`config.mk`:
```
export PLATFORM = sky130hd
export DESIGN_NAME = rclr_ctrl
export DESIGN_NICKNAME = d
export VERILOG_FILES = /design/src/hdl/rclr_pkg.sv /design/src/hdl/rclr_ctrl.sv
export SDC_FILE = /design/constraint.sdc
export NUM_CORES = 1
export LEC_CHECK = 0
export BUFFER_PORTS_ARGS = -buffer_cell sky130_fd_sc_hd__buf_2
export CORE_AREA = 2 2 39 41
export DETAILED_ROUTE_END_ITERATION = 8
export DIE_AREA = 0 0 41 43
export SYNTH_ARGS = -nofsm -noshare
export SYNTH_HDL_FRONTEND = slang
export SYNTH_SLANG_ARGS = --single-unit
```
`constraint.sdc`:
```
create_clock -name clk_i -period 1.55 [get_ports clk_i]
set_input_delay 0.155 -clock clk_i [delete_from_list [all_inputs] [get_ports clk_i]]
set_output_delay 0.155 -clock clk_i [all_outputs]
set_load 0.01 [all_outputs]
```
`src/hdl/rclr_pkg.sv`:
```
`default_nettype none
package rclr_pkg;

  localparam int unsigned POOL   = 64;
  localparam int unsigned IDX_W  = 6;
  localparam int unsigned CNT_W  = 7;
  localparam int unsigned RANK_W = 6;
  localparam int unsigned CFG_W  = 7;

  localparam logic [1:0] OP_REG_CACHE = 2'd0;
  localparam logic [1:0] OP_REG_PLAIN = 2'd1;
  localparam logic [1:0] OP_UNREG     = 2'd2;

  localparam logic [2:0] ST_HIT          = 3'd0;
  localparam logic [2:0] ST_NEW_CACHED   = 3'd1;
  localparam logic [2:0] ST_NEW_UNCACHED = 3'd2;
  localparam logic [2:0] ST_POOL_EMPTY   = 3'd3;
  localparam logic [2:0] ST_REF_DROPPED  = 3'd4;
  localparam logic [2:0] ST_FREED        = 3'd5;
  localparam logic [2:0] ST_BAD_HANDLE   = 3'd6;

  localparam logic CFG_ENABLE = 1'b0;
  localparam logic CFG_LIMIT  = 1'b1;

  typedef enum logic [2:0] {
    S_IDLE,
    S_SCAN,
    S_SDRAIN,
    S_UREAD,
    S_DECIDE,
    S_PASS,
    S_PDRAIN,
    S_DONE
  } state_e;

  typedef struct packed {
    logic load;
    logic cnt_clr;
    logic scan_rd;
    logic pass_rd;
    logic use_h;
    logic decide;
    logic out_load;
  } cmd_t;

  typedef struct packed {
    logic       cnt_last;
    logic [1:0] op;
    logic       need_pass;
    logic       out_free;
  } sts_t;

endpackage
`default_nettype wire

```
`src/hdl/rclr_ctrl.sv`:
```
`default_nettype none
module rclr_ctrl
  import rclr_pkg::*;
(
  input  wire logic clk_i,
  input  wire logic rst_ni,
  input  wire logic in_valid_i,
  output logic      in_ready_o,
  input  wire sts_t sts_i,
  output cmd_t      cmd_o
);

  state_e state_q, state_d;

  always_ff @(posedge clk_i or negedge rst_ni) begin
    if (!rst_ni) begin
      state_q <= S_IDLE;
    end else begin
      state_q <= state_d;
    end
  end

  always_comb begin
    state_d = state_q;
    case (state_q)
      S_IDLE: begin
        if (in_valid_i) begin
          if (sts_i.op inside {OP_REG_CACHE, OP_REG_PLAIN}) begin
            state_d = S_SCAN;
          end else if (sts_i.op == OP_UNREG) begin
            state_d = S_UREAD;
          end else begin
            state_d = S_DONE;
          end
        end
      end
      S_SCAN: begin
        if (sts_i.cnt_last) begin
          state_d = S_SDRAIN;
        end
      end
      S_SDRAIN: state_d = S_DECIDE;
      S_UREAD:  state_d = S_DECIDE;
      S_DECIDE: begin
        state_d = sts_i.need_pass ? S_PASS : S_DONE;
      end
      S_PASS: begin
        if (sts_i.cnt_last) begin
          state_d = S_PDRAIN;
        end
      end
      S_PDRAIN: state_d = S_DONE;
      S_DONE: begin
        if (sts_i.out_free) begin
          state_d = S_IDLE;
        end
      end
      default: state_d = S_IDLE;
    endcase
  end

  always_comb begin
    cmd_o      = '0;
    in_ready_o = 1'b0;
    case (state_q)
      S_IDLE: begin
        in_ready_o    = 1'b1;
        cmd_o.load    = in_valid_i;
        cmd_o.cnt_clr = in_valid_i;
      end
      S_SCAN:  cmd_o.scan_rd = 1'b1;
      S_UREAD: cmd_o.use_h   = 1'b1;
      S_DECIDE: begin
        cmd_o.decide  = 1'b1;
        cmd_o.cnt_clr = 1'b1;
      end
      S_PASS:  cmd_o.pass_rd  = 1'b1;
      S_DONE:  cmd_o.out_load = sts_i.out_free;
      default: cmd_o = '0;
    endcase
  end

endmodule
`default_nettype wire

```
**Yosys cells after proc, flatten, opt, wreduce, memory -nomap -nowiden**

Index checks and enable logic that the tools add are counted.

- Muxes and demuxes: 16
- Reduce and logical (&&, ||, !) cells: 5
- Equality and inequality tests: 13

Operators with widths:

| cell | count |
|---|---|
| one-hot mux 3 bit (7 select lines) | 1 |
| 2-to-1 mux 3 bit | 6 |
| == test 3 bit, second input constant | 4 |
| inequality test 2 bit, second input constant | 4 |
| 2-to-1 mux 1 bit | 7 |
| == test 3 x 2 -> 1 bit, second input constant | 2 |
| AND reduction 4 bit | 1 |
| == test 3 x 1 -> 1 bit, second input constant | 1 |
| zero test 3 bit | 1 |
| == test 2 x 1 -> 1 bit, second input constant | 1 |
| == test 2 bit, second input constant | 1 |
| zero test 2 bit | 1 |
| 2-to-1 mux 2 bit | 1 |
| one-hot mux 1 bit (2 select lines) | 1 |
| nonzero test 2 bit | 1 |
| OR reduction 2 bit | 1 |

- Bits in registers: 3
- Input port bits: 8

**Depth between registers and ports, before layout**

- Word-level depth: 5
- Depth in mapped cells: 4
- Gate-level depth less buffers: 3

**Worst setup path after synthesis**

Ideal clock, no wire load.

- Path kind: flip-flop to output port
- Start point: register state_q[1]
- End point: output cmd_o[6] in the netlist's numbering
- Cell stages (with the launch flop): 4
- Buffers on the path: 1
- Data arrival time: 0.976 ns
- Required time: 1.395 ns
- Slack: 0.419 ns
- Path through: dfrtp_1 -> buf_4 -> nor3_2 -> and2_1

RTL lines:

| element | line | source |
|---|---|---|
| start: declaration | rclr_ctrl.sv:13 | `state_e state_q, state_d;` |
| start signal: assignment | rclr_ctrl.sv:19 | `state_q <= state_d;` |
| end: declaration | rclr_ctrl.sv:10 | `output cmd_t cmd_o` |

==> flow_summary.json <==
{
  "crit_path_end_kind": "output pin",
  "grt_max_degree": 14,
  "synthAdderAreaFrac_pct": 0,
  "grt_pass1_wl_um": 966,
  "final_util_pct": 26.4,
  "worst_ep_required_time_ns": 1.39,
  "cts_buffer_depth": 2,
  "tns_ns": 0,
  "io_buffers": 15,
  "tightestPinTransition_ns": 0.394,
  "startpoint": "state_q[0]",
  "period_share_pct": 91.6,
  "clk_latency_ns": 0.23,
  "num_vias": 301,
  "cts.sinks": 3,
  "vdd_drop_max_v": 0.000483,
  "p_per_area_nw_per_um2": 1940,
  "die_y_um": 43,
  "ant_nets": 0,
  "syn_inst": 34,
  "drive_above_1_share_pct": 41.2,
  "cts-htree-levels": 1,
  "maxCapViolCount": 0,
  "numCtsBuffers": 3,
  "p_leak_nw": 0.178,
  "synth_warnings": 0,
  "io_pins": 16,
  "wl_um": 643,
  "root_buffer": "clkbuf_4",
  "drt_first_iter_violations": 3,
  "die_w_um": 41,
  "drc": 0,
  "hold_viol_final": 0,
  "maxSlewViolCount": 0,
  "layout.nets": 60,
  "crit_path_max_incr_delay_ns": 0.54,
  "cts_setup_buffers": 0,
  "synthMuxAreaShare_pct": 0,
  "fmax_ghz": 0.704,
  "yosysUniqueCellTypes": 20,
  "synthSimpleGateAreaFrac_pct": 34.1,
  "status": "finished, final reports clean",
  "relSlewSlack_pct": 73.7,
  "synth.cell_area_um2": 264,
  "placed_area_um2": 329,
  "crit_arrival_ns": 1.26,
  "crit_slowest_cell": "dfrtp_1",
  "startpoint_type": "flop",
  "antenna_found_initial": 0,
  "start_util_pct": 19.1,
  "num_rows": 14,
  "syn-num-nets": 42,
  "dp_hpwl_um": 484,
  "stdcell_count": 67,
  "wl_per_cell_um": 9.60,
  "finalClockSkew_ns": 0.000677,
  "reg2reg_from": "state_q[2]",
  "crit_chain": "or2b_1 > nor2_1 > buf_2",
  "coreArea_um2": 1380,
  "synth_top_family_by_area": "simple AND/OR/NAND/NOR gates",
  "placedCellCount": 62,
  "critPathKind": "reg2out",
  "setup_violations": 0,
  "avgSynthCellArea_um2": 7.76,
  "gp_congestion": 0.774,
  "finalCriticalPeriod_ns": 1.42,
  "synth_compound_area_share_pct": 24.6,
  "grt_usage_pct": 8.44,
  "cts_tree": "done",
  "min-delay-start": "sts_i[4]",
  "path_max_fanout": 12,
  "largest_registers": "state_q (3)",
  "hold_class": "in2reg",
  "ys_seq_area_share_pct": 28.4,
  "largest_register": "state_q",
  "area_growth_pct": 38.4,
  "viasPerCell": 4.49,
  "rsz0062_at_grt": "no",
  "clk_pin_slew_ns": 0.04,
  "first_global_vias": 265,
  "synth-xor-area-share_pct": 0,
  "largest_reg_flops": 3,
  "ys_ff_latch": 3,
  "drt-pass1-iter-count": 4,
  "die_area_um2": 1760,
  "gr-total-overflow": 0,
  "antennaDiodeCount": 0,
  "final_cell_area_um2": 365
}
==> cells in the final DEF, fill, tap and decap left out, drive strengths merged <==
master        n
dfrtp         3
a221o         1
nor2          5
nor3          2
nor2b         1
dlygate4sd3   1
and2          2
o22a          1
nor3b         1
inv           1
or2b          1
a311oi        1
a21oi         3
a211oi        1
nand3         1
nand2         4
o21ai         3
buf          15
clkbuf        4
==> kinds of logic after synthesis <==
kind of cell	after synthesis
AO/OA/AOI/OAI	10
buffers and inverters	4
flip-flops	3
AND/OR/NAND/NOR	17
==> cell type report <==
cell class,instances,area (µm²)
Clock buffer,4,26.3
Fill cell,153,1020
Inverter,1,3.75
Multi-Input combinational cell,27,155
Sequential cell,3,75.1
Tap cell,16,20.0
Timing Repair Buffer,16,85.1
==> cell usage after synthesis (all sizes together) <==
master | instances | area [µm²]
inv | 1 | 3.75
nor3 | 2 | 15.0
a211oi | 1 | 7.51
or2b | 1 | 7.51
nand2 | 4 | 17.5
a221o | 1 | 10.0
nand3 | 1 | 5.00
buf | 3 | 30.0
o21ai | 3 | 15.0
a311oi | 1 | 8.76
dfrtp | 3 | 75.1
and2 | 2 | 12.5
o22a | 1 | 8.76
a21oi | 3 | 15.0
nor3b | 1 | 7.51
nor2b | 1 | 6.26
nor2 | 5 | 18.8
==> per-layer routing <==
| metal | part of all wire, % | track usage (%) | vias up |
|---|---|---|---|
| met3 | 7.0 | 1.57 | 0 |
| met4 | 0 | 8.00 | 0 |
| li1 | - | - | 156 |
| met1 | 40 | 9.03 | 135 |
| met2 | 53 | 12.8 | 10 |
| met5 | 0 | 0 | - |
==> through the flow <==
stage	setup slack, ns	power [W]	hold slack (ns)
floorplan	0.419	0.000514	-0.141
global placement	0.363	0.000564	-0.0488
detailed placement	0.341	0.000570	-0.0464
CTS	0.115	0.000714	0.197
global route	0.0418	0.000763	0.226
finish	0.130	0.000709	0.203
==> report_power, final <==
group | switching, W | total, W | internal [W]
Clock | 0.0000427 | 0.000139 | 0.0000966
Combinational | 0.000159 | 0.000329 | 0.000170
Sequential | 0.000124 | 0.000240 | 0.000116
==> what timing repair did <==
action / CTS / global route
resized for setup: 0 / 0
hold buffers: 1 / 0
hold endpoints to repair: 3 / 0
==> path summary, 6_finish.rpt <==
kind / endpoint / slack (ns) / cells past startpoint
min in group asynchronous: state_q[0] / 0.25 / 2
setup / recovery: cmd_o[4] / 0.13 / 3
setup reg to reg: state_q[1] / 0.33 / 3
hold / removal: state_q[1] / 0.20 / 2
max in group asynchronous: state_q[2] / 1.20 / 2
hold reg to reg: state_q[2] / 0.71 / 1
==> worst max-delay path, delay by kind of cell (launching register included) <==
kind | cells | cell delay, ns
buffers and inverters | 1 | 0.13
AND/OR/NAND/NOR | 2 | 0.36
flip-flops | 1 | 0.54
(Power assumes the default switching activity.)
